==> config.mk <==
export PLATFORM = sky130hd
export DESIGN_NAME = hms_countdown_timer
export DESIGN_NICKNAME = d
export VERILOG_FILES = /design/src/design/hmsct_pkg.sv /design/src/design/hmsct_next.sv /design/src/design/hms_countdown_timer.sv
export SDC_FILE = /design/constraint.sdc
export NUM_CORES = 1
export LEC_CHECK = 0
export BUFFER_PORTS_ARGS = -buffer_cell sky130_fd_sc_hd__buf_2
export CAP_MARGIN = 10
export CORE_ASPECT_RATIO = 1.75
export CORE_MARGIN = 2
export CORE_UTILIZATION = 50
export DETAILED_ROUTE_END_ITERATION = 6
export PLACE_DENSITY = 0.75
export RECOVER_POWER = 25
export SETUP_SLACK_MARGIN = 0.02
export SLEW_MARGIN = 10
export SYNTH_ARGS = -nofsm -noshare
export SYNTH_HDL_FRONTEND = slang
export SYNTH_SLANG_ARGS = --single-unit
==> constraint.sdc <==
create_clock -name clk -period 3 [get_ports clk]
set_input_delay 0.6 -clock clk [delete_from_list [all_inputs] [get_ports clk]]
set_output_delay 0.6 -clock clk [all_outputs]
set_load 0.03 [all_outputs]
==> src/design/hmsct_pkg.sv <==
// hmsct_pkg: shared types, codes and helper functions for the HMS countdown timer.
// Used by hmsct_next, hms_countdown_timer and the bench; no dependencies.
`default_nettype none

package hmsct_pkg;

  localparam logic [4:0] HOURS_MAX  = 5'd23;
  localparam logic [5:0] MINSEC_MAX = 6'd59;

  localparam int unsigned IN_BYTES  = 1;
  localparam int unsigned OUT_BYTES = 3;

  typedef enum logic [2:0] {
    OP_TICK  = 3'd0,
    OP_START = 3'd1,
    OP_STOP  = 3'd2,
    OP_UP    = 3'd3,
    OP_DOWN  = 3'd4,
    OP_CLEAR = 3'd5
  } hmsct_op_t;

  typedef enum logic [1:0] {
    FLD_HOURS   = 2'd0,
    FLD_MINUTES = 2'd1,
    FLD_SECONDS = 2'd2
  } hmsct_field_t;

  typedef struct packed {
    logic [5:0] seconds;
    logic [5:0] minutes;
    logic [4:0] hours;
  } hmsct_time_t;

  typedef struct packed {
    logic       start_refused;
    logic       done_pulse;
    logic       warn_beep;
    logic       is_running;
    logic [5:0] seconds_now;
    logic [5:0] minutes_now;
    logic [4:0] hours_now;
  } hmsct_result_t;

  typedef struct packed {
    logic [5:0] min_start_seconds;
    logic [5:0] warn_seconds;
  } hmsct_cfg_t;

  function automatic logic [5:0] wrap_up6(input logic [5:0] v);
    return (v >= MINSEC_MAX) ? 6'd0 : v + 6'd1;
  endfunction

  function automatic logic [5:0] wrap_down6(input logic [5:0] v);
    return (v == 6'd0 || v > MINSEC_MAX) ? MINSEC_MAX : v - 6'd1;
  endfunction

  function automatic logic [4:0] wrap_up5(input logic [4:0] v);
    return (v >= HOURS_MAX) ? 5'd0 : v + 5'd1;
  endfunction

  function automatic logic [4:0] wrap_down5(input logic [4:0] v);
    return (v == 5'd0 || v > HOURS_MAX) ? HOURS_MAX : v - 5'd1;
  endfunction

endpackage

`default_nettype wire

==> src/design/hmsct_next.sv <==
// hmsct_next: next time, run flag and result word for one operation.
// Purely combinational; depends on hmsct_pkg.
`default_nettype none

module hmsct_next
  import hmsct_pkg::*;
(
  input  var hmsct_time_t   time_cur,
  input  var logic          running_cur,
  input  var hmsct_cfg_t    cfg,
  input  var logic [2:0]    operation,
  input  var logic [1:0]    field_select,
  output hmsct_time_t       time_next,
  output logic              running_next,
  output hmsct_result_t     result
);

  hmsct_time_t tick_time;
  logic        hm_zero;
  logic        tick_hm_zero;
  logic        tick_zero;
  logic        beep;
  logic        done;
  logic        refused;

  assign hm_zero = (time_cur.hours == 5'd0) && (time_cur.minutes == 6'd0);

  always_comb begin
    tick_time = time_cur;
    if (time_cur.seconds != 6'd0) begin
      tick_time.seconds = time_cur.seconds - 6'd1;
    end else begin
      if (time_cur.minutes != 6'd0) begin
        tick_time.minutes = time_cur.minutes - 6'd1;
      end else begin
        if (time_cur.hours != 5'd0) begin
          tick_time.hours = time_cur.hours - 5'd1;
        end
        tick_time.minutes = MINSEC_MAX;
      end
      tick_time.seconds = MINSEC_MAX;
    end
  end

  assign tick_hm_zero = (tick_time.hours == 5'd0) && (tick_time.minutes == 6'd0);
  assign tick_zero    = tick_hm_zero && (tick_time.seconds == 6'd0);

  always_comb begin
    time_next    = time_cur;
    running_next = running_cur;
    beep         = 1'b0;
    done         = 1'b0;
    refused      = 1'b0;
    unique case (hmsct_op_t'(operation))
      OP_TICK: begin
        if (running_cur) begin
          time_next = tick_time;
          beep      = tick_hm_zero && (tick_time.seconds <= cfg.warn_seconds);
          if (tick_zero) begin
            done         = 1'b1;
            running_next = 1'b0;
          end
        end
      end
      OP_START: begin
        if (!running_cur) begin
          if (hm_zero && (time_cur.seconds < cfg.min_start_seconds)) begin
            refused = 1'b1;
          end else if (hm_zero && (time_cur.seconds == 6'd0)) begin
            done = 1'b1;
          end else begin
            running_next = 1'b1;
          end
        end
      end
      OP_STOP: begin
        running_next = 1'b0;
      end
      OP_UP, OP_DOWN: begin
        if (!running_cur) begin
          unique case (hmsct_field_t'(field_select))
            FLD_HOURS: begin
              time_next.hours = (hmsct_op_t'(operation) == OP_UP) ?
                                wrap_up5(time_cur.hours) : wrap_down5(time_cur.hours);
            end
            FLD_MINUTES: begin
              time_next.minutes = (hmsct_op_t'(operation) == OP_UP) ?
                                  wrap_up6(time_cur.minutes) : wrap_down6(time_cur.minutes);
            end
            FLD_SECONDS: begin
              time_next.seconds = (hmsct_op_t'(operation) == OP_UP) ?
                                  wrap_up6(time_cur.seconds) : wrap_down6(time_cur.seconds);
            end
            default: begin
            end
          endcase
        end
      end
      OP_CLEAR: begin
        if (!running_cur) begin
          time_next = '0;
        end
      end
      default: begin
      end
    endcase
  end

  always_comb begin
    result.hours_now     = time_next.hours;
    result.minutes_now   = time_next.minutes;
    result.seconds_now   = time_next.seconds;
    result.is_running    = running_next;
    result.warn_beep     = beep;
    result.done_pulse    = done;
    result.start_refused = refused;
  end

endmodule

`default_nettype wire

==> src/design/hms_countdown_timer.sv <==
// hms_countdown_timer: hours/minutes/seconds countdown timer with APB config port.
// Registered output: a result word is loaded into m_tdata on the clock edge that takes its input word.
// Throughput: one word per cycle while the output is not stalled; the time and run registers update in one pass.
// s_tready stays high while the output register is empty or being drained.
// Synchronous reset clears the time to 0:00:00, stops the count, loads
// min_start_seconds = 3 and warn_seconds = 5. Depends on hmsct_pkg, hmsct_next.
`default_nettype none

module hms_countdown_timer
  import hmsct_pkg::*;
(
  input  var logic                   clk,
  input  var logic                   rst,
  input  var logic                   s_tvalid,
  output logic                       s_tready,
  // [2:0] operation, [4:3] field_select, [7:5] zero
  input  var logic [8*IN_BYTES-1:0]  s_tdata,
  output logic                       m_tvalid,
  input  var logic                   m_tready,
  // [4:0] hours_now, [10:5] minutes_now, [16:11] seconds_now, [17] is_running,
  // [18] warn_beep, [19] done_pulse, [20] start_refused, [23:21] zero
  output logic [8*OUT_BYTES-1:0]     m_tdata,
  input  var logic                   psel,
  input  var logic                   penable,
  input  var logic                   pwrite,
  input  var logic [2:0]             paddr,
  input  var logic [31:0]            pwdata,
  output logic [31:0]                prdata,
  output logic                       pready
);

  hmsct_time_t   time_left;
  hmsct_time_t   time_left_next;
  logic          running;
  logic          running_next;
  hmsct_cfg_t    cfg;
  hmsct_result_t result;
  logic          accept;
  logic          cfg_wr;

  assign s_tready = !m_tvalid || m_tready;
  assign accept   = s_tvalid && s_tready;
  assign pready   = 1'b1;
  assign cfg_wr   = psel && penable && pwrite && pready;

  hmsct_next u_next (
    .time_cur     (time_left),
    .running_cur  (running),
    .cfg          (cfg),
    .operation    (s_tdata[2:0]),
    .field_select (s_tdata[4:3]),
    .time_next    (time_left_next),
    .running_next (running_next),
    .result       (result)
  );

  always_ff @(posedge clk) begin
    if (rst) begin
      time_left <= '0;
      running   <= 1'b0;
    end else if (accept) begin
      time_left <= time_left_next;
      running   <= running_next;
    end
  end

  always_ff @(posedge clk) begin
    if (rst) begin
      m_tvalid <= 1'b0;
    end else if (accept) begin
      m_tvalid <= 1'b1;
    end else if (m_tready) begin
      m_tvalid <= 1'b0;
    end
  end

  always_ff @(posedge clk) begin
    if (accept) begin
      m_tdata <= {{(8*OUT_BYTES-$bits(hmsct_result_t)){1'b0}}, result};
    end
  end

  always_ff @(posedge clk) begin
    if (rst) begin
      cfg.min_start_seconds <= 6'd3;
      cfg.warn_seconds      <= 6'd5;
    end else if (cfg_wr) begin
      if (paddr[2]) begin
        cfg.warn_seconds <= pwdata[5:0];
      end else begin
        cfg.min_start_seconds <= pwdata[5:0];
      end
    end
  end

  assign prdata = paddr[2] ? {26'd0, cfg.warn_seconds} : {26'd0, cfg.min_start_seconds};

endmodule

`default_nettype wire

* Word-level counts from Yosys, hierarchy flattened
Index checks and enable logic that the tools add are counted.
Cells by class: add/subtract/negate cells 6, magnitude comparators 8, equality and inequality tests 7, multiplexer cells 37, bitwise logic cells 2, reduce and logical (&&, ||, !) cells 31
Operators by type and width (count):
- 6-bit two-way mux | 11
- 17-bit two-way mux | 3
- 17-bit one-hot mux with 3 select lines | 1
- 5-bit two-way mux | 6
- 6-bit zero test | 4
- 1-bit two-way mux | 13
- 6-bit by 1-bit adder with 6-bit output, second input constant | 2
- 6-bit greater-or-equal comparator, second input constant | 2
- 6-bit greater-than comparator, second input constant | 2
- 6-bit nonzero test | 2
- 6-bit by 1-bit subtractor with 6-bit output, second input constant | 2
- 11-bit two-way mux | 1
- 5-bit zero test | 2
- 1-bit logical AND | 9
- 3-bit by 2-bit == test with 1-bit output, second input constant | 2
- 3-bit == test, second input constant | 2
- 6-bit <= comparator | 1
- 6-bit less-than comparator | 1
- 2-bit AND reduction | 3
- 5-bit by 1-bit adder with 5-bit output, second input constant | 1
- 5-bit greater-or-equal comparator, second input constant | 1
- 5-bit greater-than comparator, second input constant | 1
- 5-bit nonzero test | 1
- 5-bit by 1-bit subtractor with 5-bit output, second input constant | 1
- other kinds (12) | 17
Word-level totals: bits in registers 52, input port bits 50, output and inout port bits 59, logic and storage cells 101

* Depth between registers and ports, before layout
Gate-level depths: netlist (run 1).
depth in word-level cells 10, depth in mapped cells 13, depth with buffers taken out 12

* Modules after synthesis
From an unflattened synthesis (run 1), not the netlist that was laid out.
Second synthesis, totals: cells, all modules 591, area total of the unflattened synthesis 4673.2 µm²
By module, submodules not included:
- hmsct_next | times used 1, cells each 400, area an instance 2427.3 µm², seq. area each 0.0 µm²
- hms_countdown_timer | times used 1, cells each 191, area an instance 2245.9 µm², seq. area each 1251.2 µm²

* Worst setup path before layout (run 1)
Ideal clock, no wire load.
kind reg2reg, from register time_left[5] in the netlist's numbering, to register m_tdata[7] (data pin), library setup time 261 ps, arrival time 2352 ps, required time 2739 ps, slack 387 ps, cell stages (with the launch flop) 11, buffers on the path 3, period minus slack after synthesis 2613 ps, path through dfxtp_1 -> buf_2 -> inv_1 -> ha_1 -> buf_2 -> or4b_4 -> nand2b_4 -> buf_2 -> a32o_1 -> a22o_1 -> a221o_1
RTL lines:
- from (decl) | line hms_countdown_timer.sv:32 | hmsct_time_t time_left;
- from (signal assigned) | line hms_countdown_timer.sv:62 | time_left <= time_left_next;
- to (signal assigned) | line hms_countdown_timer.sv:79 | m_tdata <= {{(8*OUT_BYTES-$bits(hmsct_result_t)){1'b0}}, result};
- to (decl) | line hms_countdown_timer.sv:22 | output logic [8*OUT_BYTES-1:0] m_tdata,

==> report_table.html, run 1 <==
<table>
<tr><th>Metric</th><th>Value</th></tr>
<tr><th colspan="2">Global route</th></tr>
<tr><td>Total grt overflow</td><td>0</td></tr>
<tr><td>Pin count of the biggest net entering global routing</td><td>41</td></tr>
<tr><td>Initial antenna violation count</td><td>0</td></tr>
<tr><td>Vias in the first global route</td><td>4605</td></tr>
<tr><td>Wire length of the first global-routing pass</td><td>22680 um</td></tr>
<tr><td>GRT Total Usage</td><td>0.2877</td></tr>
<tr><th colspan="2">Drt</th></tr>
<tr><td>DRC violation count after routing</td><td>0</td></tr>
<tr><td>Detailed Route WL</td><td>14280 um</td></tr>
<tr><td>Routed vias</td><td>4789</td></tr>
<tr><td>Iteration count of the initial detailed-routing pass</td><td>5</td></tr>
<tr><td>Via count normalized by instance count</td><td>6.277</td></tr>
<tr><td>Number of DRC markers after the initial detailed-route iteration</td><td>496</td></tr>
<tr><td>Post-DRT Antenna Nets</td><td>0</td></tr>
<tr><td>Average wire length per cell after detail routing</td><td>18.72 um</td></tr>
<tr><th colspan="2">Clocking</th></tr>
<tr><td>Clk Latency, worst-skew pair</td><td>0.30 ns</td></tr>
<tr><td>Hold buffers post-CTS</td><td>0</td></tr>
<tr><td>Root cell of the clock tree</td><td>sky130_fd_sc_hd__clkbuf_16</td></tr>
<tr><td>Clock transition at the register clock pins on the worst setup and hold paths after CTS</td><td>0.07 ns</td></tr>
<tr><td>Clock buffer depth</td><td>2</td></tr>
<tr><td>Max H-tree Level</td><td>2</td></tr>
<tr><td>Clock tree from TritonCTS</td><td>built</td></tr>
<tr><td>CTS-repair resized insts</td><td>0</td></tr>
<tr><td>Sinks on the clock net</td><td>52</td></tr>
<tr><td>Setup bufs post-CTS</td><td>0</td></tr>
<tr><td>Number of buffers added by the clock tree synthesis step</td><td>5</td></tr>
<tr><th colspan="2">Worst setup path</th></tr>
<tr><td>CP Launch Type</td><td>flip-flop</td></tr>
<tr><td>Peak fanout along the critical path</td><td>8</td></tr>
<tr><td>Worst EP required</td><td>3.10 ns</td></tr>
<tr><td>Endpoint kind of the worst setup timing path</td><td>flip-flop</td></tr>
<tr><td>Data arrival time at the worst-slack endpoint</td><td>2.85 ns</td></tr>
<tr><td>Type of the worst setup path</td><td>reg -&gt; reg</td></tr>
<tr><th colspan="2">Timing</th></tr>
<tr><td>Final min period</td><td>2.750 ns</td></tr>
<tr><td>Actual slew at the worst max-slew pin</td><td>1.541 ns</td></tr>
<tr><td>Fmax</td><td>363.6 MHz</td></tr>
<tr><td>Period utilization</td><td>0.9167</td></tr>
<tr><td>Final Max Slew Viols</td><td>34</td></tr>
<tr><td>Headroom to the max-slew limit</td><td>-0.02737</td></tr>
<tr><td>Number of hold violations in the final report</td><td>0</td></tr>
<tr><td>Total Negative Setup Slacks</td><td>0 ns</td></tr>
<tr><td>Worst hold-check slack</td><td>0.4992 ns</td></tr>
<tr><td>Final worst clock skew</td><td>0.007390 ns</td></tr>
<tr><td>Final number of setup-violating endpoints</td><td>0</td></tr>
<tr><td>Setup repair after global routing missed its margin</td><td>no</td></tr>
<tr><th colspan="2">Pwr</th></tr>
<tr><td>Peak supply drop</td><td>0.3725 mV</td></tr>
<tr><td>Pleak</td><td>2.067 nW</td></tr>
<tr><td>Areal power density over the cells</td><td>432.8 mW/mm^2</td></tr>
<tr><th colspan="2">Die</th></tr>
<tr><td>Die area</td><td>0.009889 sq mm</td></tr>
<tr><td>Die height</td><td>130.1 um</td></tr>
<tr><td>I/O Pins</td><td>109</td></tr>
<tr><td>Die W</td><td>76.04 um</td></tr>
<tr><td>Placeable core area</td><td>0.008921 sq mm</td></tr>
<tr><td>Row count</td><td>46</td></tr>
<tr><td>Initial standard-cell utilization of the core</td><td>0.5090</td></tr>
<tr><th colspan="2">Final layout</th></tr>
<tr><td>Fraction of layout instances using a drive strength above 1</td><td>0.1773</td></tr>
<tr><td># nets final</td><td>711</td></tr>
<tr><td>Most frequent cells in the layout</td><td>sky130_fd_sc_hd__nor2_1, sky130_fd_sc_hd__buf_4, sky130_fd_sc_hd__nand2_1</td></tr>
<tr><td>Diode insertion count for antenna repair</td><td>0</td></tr>
<tr><td>Most common cell after layout, fill and taps aside</td><td>sky130_fd_sc_hd__nor2_1</td></tr>
<tr><td>Area growth syn-to-layout</td><td>13.12%</td></tr>
<tr><th colspan="2">Outcome</th></tr>
<tr><td>Status</td><td>finished, violations left</td></tr>
<tr><td>Failing checks</td><td>capacitance limit, slew limit</td></tr>
<tr><th colspan="2">Yosys</th></tr>
<tr><td>Ys flop type</td><td>sky130_fd_sc_hd__dfxtp_1</td></tr>
<tr><td>Post-synthesis async set-or-reset flop share</td><td>0</td></tr>
<tr><td>Number of enable-type register cells in the synthesized netlist</td><td>21</td></tr>
<tr><td>Total standard cell area after synthesis</td><td>0.004541 sq mm</td></tr>
<tr><td>Count of mapped cells out of synthesis</td><td>590</td></tr>
<tr><td>Part of the Yosys area used for sequential elements</td><td>0.2756</td></tr>
<tr><td>Average instance area after synthesis</td><td>7.696 sq um</td></tr>
<tr><td>Count of cell types in the netlist</td><td>77</td></tr>
<tr><td>Total of flip-flops plus latches after synthesis</td><td>52</td></tr>
<tr><td>Number of warnings issued by yosys</td><td>0</td></tr>
<tr><th colspan="2">Min path</th></tr>
<tr><td>Min-Delay Path Class</td><td>reg -&gt; reg</td></tr>
<tr><th colspan="2">Job</th></tr>
<tr><td>Max-cap violations</td><td>1</td></tr>
<tr><th colspan="2">Placed design</th></tr>
<tr><td>Weighted congestion at the end of routability-driven global placement</td><td>0.9548</td></tr>
<tr><td>Detailed placement HPWL</td><td>10820 um</td></tr>
<tr><td>Count of port buffers added during placement</td><td>47</td></tr>
</table>
-- stage by stage --
step / area [sq um] / instances / worst slack (ns) / util / power (W)
after floorplan: 4646 / 618 / 0.3867 / - / 0.001353
after global placement: 4977 / 755 / 0.3983 / 0.5579 / 0.001551
after detailed placement: 4977 / 755 / 0.3325 / 0.5579 / 0.001563
after CTS: 5141 / 763 / 0.2995 / 0.5763 / 0.002225
after global routing: 5136 / 763 / 0.2005 / 0.5757 / 0.002312
final: 5136 / 763 / 0.2500 / 0.5757 / 0.002223
-- cell usage after synthesis, types with 4 or more instances --
master	count	area [sq um]
sky130_fd_sc_hd__a2111oi_0	4	35.03
sky130_fd_sc_hd__a211o_1	6	52.55
sky130_fd_sc_hd__a211oi_1	10	75.07
sky130_fd_sc_hd__a21boi_0	4	30.03
sky130_fd_sc_hd__a21o_1	8	60.06
sky130_fd_sc_hd__a21oi_1	37	185.2
sky130_fd_sc_hd__a311oi_1	6	52.55
sky130_fd_sc_hd__a31oi_1	11	68.82
sky130_fd_sc_hd__and3_1	4	25.02
sky130_fd_sc_hd__buf_2	5	25.02
sky130_fd_sc_hd__buf_4	30	225.2
sky130_fd_sc_hd__clkbuf_1	38	142.6
sky130_fd_sc_hd__dfxtp_1	31	620.6
sky130_fd_sc_hd__edfxtp_1	21	630.6
sky130_fd_sc_hd__ha_1	19	237.7
sky130_fd_sc_hd__inv_1	25	93.84
sky130_fd_sc_hd__mux2i_1	8	80.08
sky130_fd_sc_hd__nand2_1	44	165.2
sky130_fd_sc_hd__nand2b_1	11	68.82
sky130_fd_sc_hd__nand3_1	18	90.09
sky130_fd_sc_hd__nand3b_1	5	37.54
sky130_fd_sc_hd__nand4_1	10	62.56
sky130_fd_sc_hd__nand4b_1	4	35.03
sky130_fd_sc_hd__nor2_1	62	232.7
sky130_fd_sc_hd__nor2b_1	5	31.28
sky130_fd_sc_hd__nor3_1	14	70.07
sky130_fd_sc_hd__nor3b_1	5	37.54
sky130_fd_sc_hd__nor4_1	5	31.28
sky130_fd_sc_hd__o2111ai_1	4	35.03
sky130_fd_sc_hd__o211ai_1	8	60.06
sky130_fd_sc_hd__o21a_1	6	45.04
sky130_fd_sc_hd__o21ai_0	37	185.2
sky130_fd_sc_hd__o22ai_1	8	50.05
sky130_fd_sc_hd__o31ai_1	8	60.06
sky130_fd_sc_hd__xnor2_1	6	52.55
-- worst max-delay path: stages, from the launching register on --
cell and delay (ns):
sky130_fd_sc_hd__dfxtp_1 0.41, sky130_fd_sc_hd__nor3_2 0.55, sky130_fd_sc_hd__nand2_1 0.32, sky130_fd_sc_hd__nor4b_2 0.34, sky130_fd_sc_hd__o22ai_1 0.17, sky130_fd_sc_hd__or3_1 0.45, sky130_fd_sc_hd__o31ai_1 0.32
-- flip-flops by register name, summed over array words and instances (netlist names) --
register	count
running	1
time_left	17
cfg	12
m_tdata	21
m_tvalid	1
-- power by group --
part / switching, W / internal (W) / leakage [nW] / total [W]
Combinational: 0.000489 / 0.000260 / 1.52 / 0.000750
Sequential: 0.0000350 / 0.000777 / 0.465 / 0.000812
Clock: 0.000268 / 0.000393 / 0.0808 / 0.000661
Total: 0.000792 / 0.00143 / 2.07 / 0.00222
-- cell families (layout without fill, tap and decap cells) --
group / Yosys count / in the layout / synth area share
flops: 52 / 52 / 0.2756
fa+ha+maj: 20 / 20 / 0.05456
mux: 9 / 9 / 0.02012
simple gates: 213 / 213 / 0.2480
other cells: 2 / 30 / 0.001654
compound gates: 184 / 184 / 0.2725
xor+xnor: 8 / 8 / 0.01543
buf+inv: 102 / 127 / 0.1122
-- final timing paths --
| check | from | end | slack (ns) | depth (start not counted) |
|---|---|---|---|---|
| worst min-delay path | cfg[8] | cfg[8] | 0.50 | 2 |
| worst max register to register | time_left[13] | m_tdata[19] | 0.25 | 6 |
| worst min register to register | cfg[8] | cfg[8] | 0.50 | 2 |
| worst max-delay path | time_left[13] | m_tdata[19] | 0.25 | 6 |
-- routing by layer --
| metal | GRT usage | share of wire |
|---|---|---|
| met5 | 0 | 0 |
| met1 | 0.3025 | 0.35 |
| met3 | 0.03320 | 0.067 |
| met2 | 0.5341 | 0.51 |
| met4 | 0.2043 | 0.066 |
-- cell type report --
class | count | area [sq um]
fill | 848 | 3785
multi-input combinational | 464 | 2885
sequential | 52 | 1251
timing repair buffer | 93 | 588.1
tap | 120 | 150.1
clock buffer | 6 | 128.9
inverter | 26 | 97.59
clock inverter | 2 | 35.03
(Power assumes the default switching activity.)
==> inputs of run 2 (changes only) <==
--- a/config.mk
+++ b/config.mk
@@ -10,6 +10,7 @@
 export CORE_ASPECT_RATIO = 1.75
 export CORE_MARGIN = 2
 export CORE_UTILIZATION = 50
+export CTS_BUF_LIST = sky130_fd_sc_hd__clkbuf_16
 export DETAILED_ROUTE_END_ITERATION = 6
 export PLACE_DENSITY = 0.75
 export RECOVER_POWER = 25
==> run 2 against run 1 <==
The flow still finishes with violations (capacitance limit, slew limit). Critical path depth up 2. Sequential power hardly changed. Core utilization is the same. Count of clock-buffer cells in the layout shrank 1. Clock power is essentially flat. Maximum frequency rose by 0.77%. Worst hold slack worse by 0.0013 ns. Non-clock buffer count unchanged. Via count is 0.31% lower. Sequential share of layout area is the same. Largest power group unchanged.
==> report_table.html, run 2 (synthesis gave the netlist of run 1 again) <==
<table>
<tr><th>Metric</th><th>Value</th></tr>
<tr><th colspan="2">Drt</th></tr>
<tr><td>Iteration count of the initial detailed-routing pass</td><td>5</td></tr>
<tr><td>DRC violation count after routing</td><td>0</td></tr>
<tr><td>Via count normalized by instance count</td><td>6.257</td></tr>
<tr><td>Routed vias</td><td>4774</td></tr>
<tr><td>Average wire length per cell after detail routing</td><td>18.67 um</td></tr>
<tr><td>Number of DRC markers after the initial detailed-route iteration</td><td>495</td></tr>
<tr><td>Detailed Route WL</td><td>14240 um</td></tr>
<tr><td>Post-DRT Antenna Nets</td><td>0</td></tr>
<tr><th colspan="2">Outcome</th></tr>
<tr><td>Failing checks</td><td>capacitance limit, slew limit</td></tr>
<tr><td>Status</td><td>finished, violations left</td></tr>
<tr><th colspan="2">Timing</th></tr>
<tr><td>Total Negative Setup Slacks</td><td>0 ns</td></tr>
<tr><td>Final Max Slew Viols</td><td>34</td></tr>
<tr><td>Final min period</td><td>2.729 ns</td></tr>
<tr><td>Final worst clock skew</td><td>0.007396 ns</td></tr>
<tr><td>Period utilization</td><td>0.9096</td></tr>
<tr><td>Number of hold violations in the final report</td><td>0</td></tr>
<tr><td>Setup repair after global routing missed its margin</td><td>no</td></tr>
<tr><td>Fmax</td><td>366.4 MHz</td></tr>
<tr><td>Final number of setup-violating endpoints</td><td>0</td></tr>
<tr><td>Actual slew at the worst max-slew pin</td><td>1.560 ns</td></tr>
<tr><td>Headroom to the max-slew limit</td><td>-0.03981</td></tr>
<tr><th colspan="2">Final layout</th></tr>
<tr><td>Area growth syn-to-layout</td><td>13.12%</td></tr>
<tr><td>Final standard cell area without fillers</td><td>0.005136 sq mm</td></tr>
<tr><td>Most common cell after layout, fill and taps aside</td><td>sky130_fd_sc_hd__nor2_1</td></tr>
<tr><td>Top reg by flops</td><td>m_tdata</td></tr>
<tr><td>Diode insertion count for antenna repair</td><td>0</td></tr>
<tr><td># nets final</td><td>711</td></tr>
<tr><td>Most frequent cells in the layout</td><td>sky130_fd_sc_hd__nor2_1, sky130_fd_sc_hd__buf_4, sky130_fd_sc_hd__nand2_1</td></tr>
<tr><td>Largest registers ranked by flip-flop count</td><td>m_tdata (21), time_left (17), cfg (12)</td></tr>
<tr><td>Final core area utilization</td><td>0.5757</td></tr>
<tr><td>Number of flip-flops in the largest register</td><td>21</td></tr>
<tr><td>Fraction of layout instances using a drive strength above 1</td><td>0.1773</td></tr>
<tr><th colspan="2">Pwr</th></tr>
<tr><td>Pleak</td><td>2.071 nW</td></tr>
<tr><td>Areal power density over the cells</td><td>432.2 mW/mm^2</td></tr>
<tr><td>Peak supply drop</td><td>0.3728 mV</td></tr>
<tr><th colspan="2">Die</th></tr>
<tr><td>I/O Pins</td><td>109</td></tr>
<tr><td>Die area</td><td>0.009889 sq mm</td></tr>
<tr><td>Row count</td><td>46</td></tr>
<tr><td>Initial standard-cell utilization of the core</td><td>0.5090</td></tr>
<tr><td>Die height</td><td>130.1 um</td></tr>
<tr><td>Placeable core area</td><td>0.008921 sq mm</td></tr>
<tr><td>Die W</td><td>76.04 um</td></tr>
<tr><th colspan="2">Placed design</th></tr>
<tr><td>Weighted congestion at the end of routability-driven global placement</td><td>0.9548</td></tr>
<tr><td>Placed cell area</td><td>0.004977 sq mm</td></tr>
<tr><td>Count of port buffers added during placement</td><td>47</td></tr>
<tr><td>Detailed placement HPWL</td><td>10820 um</td></tr>
<tr><th colspan="2">Clocking</th></tr>
<tr><td>CTS-repair resized insts</td><td>0</td></tr>
<tr><td>Setup bufs post-CTS</td><td>0</td></tr>
<tr><td>Clock transition at the register clock pins on the worst setup and hold paths after CTS</td><td>0.07 ns</td></tr>
<tr><td>Sinks on the clock net</td><td>52</td></tr>
<tr><td>Clock tree from TritonCTS</td><td>built</td></tr>
<tr><td>Number of buffers added by the clock tree synthesis step</td><td>5</td></tr>
<tr><td>Clock buffer depth</td><td>2</td></tr>
<tr><td>Root cell of the clock tree</td><td>sky130_fd_sc_hd__clkbuf_16</td></tr>
<tr><td>Hold buffers post-CTS</td><td>0</td></tr>
<tr><td>Max H-tree Level</td><td>2</td></tr>
<tr><td>Clk Latency, worst-skew pair</td><td>0.30 ns</td></tr>
<tr><th colspan="2">Worst setup path</th></tr>
<tr><td>Type of the worst setup path</td><td>reg -&gt; reg</td></tr>
<tr><td>Endpoint kind of the worst setup timing path</td><td>flip-flop</td></tr>
<tr><td>Worst EP required</td><td>3.10 ns</td></tr>
<tr><td>CP Launch Type</td><td>flip-flop</td></tr>
<tr><td>Data arrival time at the worst-slack endpoint</td><td>2.83 ns</td></tr>
<tr><td>Peak fanout along the critical path</td><td>9</td></tr>
<tr><th colspan="2">Job</th></tr>
<tr><td>Max-cap violations</td><td>1</td></tr>
<tr><th colspan="2">Global route</th></tr>
<tr><td>Vias in the first global route</td><td>4605</td></tr>
<tr><td>Total grt overflow</td><td>0</td></tr>
<tr><td>Pin count of the biggest net entering global routing</td><td>41</td></tr>
<tr><td>Wire length of the first global-routing pass</td><td>22680 um</td></tr>
<tr><td>GRT Total Usage</td><td>0.2877</td></tr>
<tr><td>Initial antenna violation count</td><td>0</td></tr>
<tr><th colspan="2">Min path</th></tr>
<tr><td>Min-Delay Path Class</td><td>reg -&gt; reg</td></tr>
</table>
==> run 2: changes by cell type in the layout (fill, tap and decap cells not counted) <==
cell / previous run / this run
sky130_fd_sc_hd__clkbuf_1: 5 / 4
sky130_fd_sc_hd__inv_1: 25 / 26
==> run 2: worst paths after layout <==
kind,end,cells after the start,slack (ns),startpoint
setup / recovery,m_tdata[19],8,0.27,time_left[5]
hold / removal,cfg[8],2,0.50,cfg[8]
setup reg to reg,m_tdata[19],8,0.27,time_left[5]
hold reg to reg,cfg[8],2,0.50,cfg[8]
==> run 2: power breakdown <==
| part | switching, W | internal, W | total [W] |
|---|---|---|---|
| Sequential | 0.0000349 | 0.000777 | 0.000812 |
| Clock | 0.000268 | 0.000390 | 0.000658 |
| Combinational | 0.000489 | 0.000260 | 0.000750 |
| Total | 0.000792 | 0.00143 | 0.00222 |
==> run 2: routing by layer <==
layer | routed length, um | share of wire | vias up | GRT usage
met5 | 0 | 0 | - | 0
met4 | 953 | 0.067 | 0 | 0.2043
met3 | 993 | 0.070 | 73 | 0.03320
met2 | 7274 | 0.51 | 279 | 0.5341
met1 | 5021 | 0.35 | 2191 | 0.3025
li1 | - | - | 2231 | -
==> run 2: stage by stage <==
step           hold slack, ns  setup WS [ns]  power [W]  cells
6_report               0.4979         0.2711   0.002220    763
5_1_grt                0.5300         0.2005   0.002309    763
4_1_cts                0.5080         0.2995   0.002222    763
3_5_place_dp           0.4913         0.3325   0.001563    755
3_3_place_gp           0.4713         0.3983   0.001551    755
2_1_floorplan          0.4583         0.3867   0.001353    618
==> run 2: critical path, cell delays in order, from the launching register on <==
cell and delay [ns]:
sky130_fd_sc_hd__dfxtp_1 0.31, sky130_fd_sc_hd__inv_1 0.17, sky130_fd_sc_hd__ha_1 0.19, sky130_fd_sc_hd__or4b_4 0.49, sky130_fd_sc_hd__nand2b_4 0.22, sky130_fd_sc_hd__nor4_1 0.24, sky130_fd_sc_hd__o22ai_1 0.14, sky130_fd_sc_hd__or3_1 0.45
sky130_fd_sc_hd__o31ai_1 0.32
==> run 2: final cells by class <==
cell class / instances / area (sq um)
multi-input cells: 464 / 2885
fillers: 848 / 3785
repair buffers: 93 / 588.1
inverters: 26 / 97.59
clock buffers: 5 / 125.1
clock inverters: 3 / 38.79
flip-flops and latches: 52 / 1251
well taps: 120 / 150.1
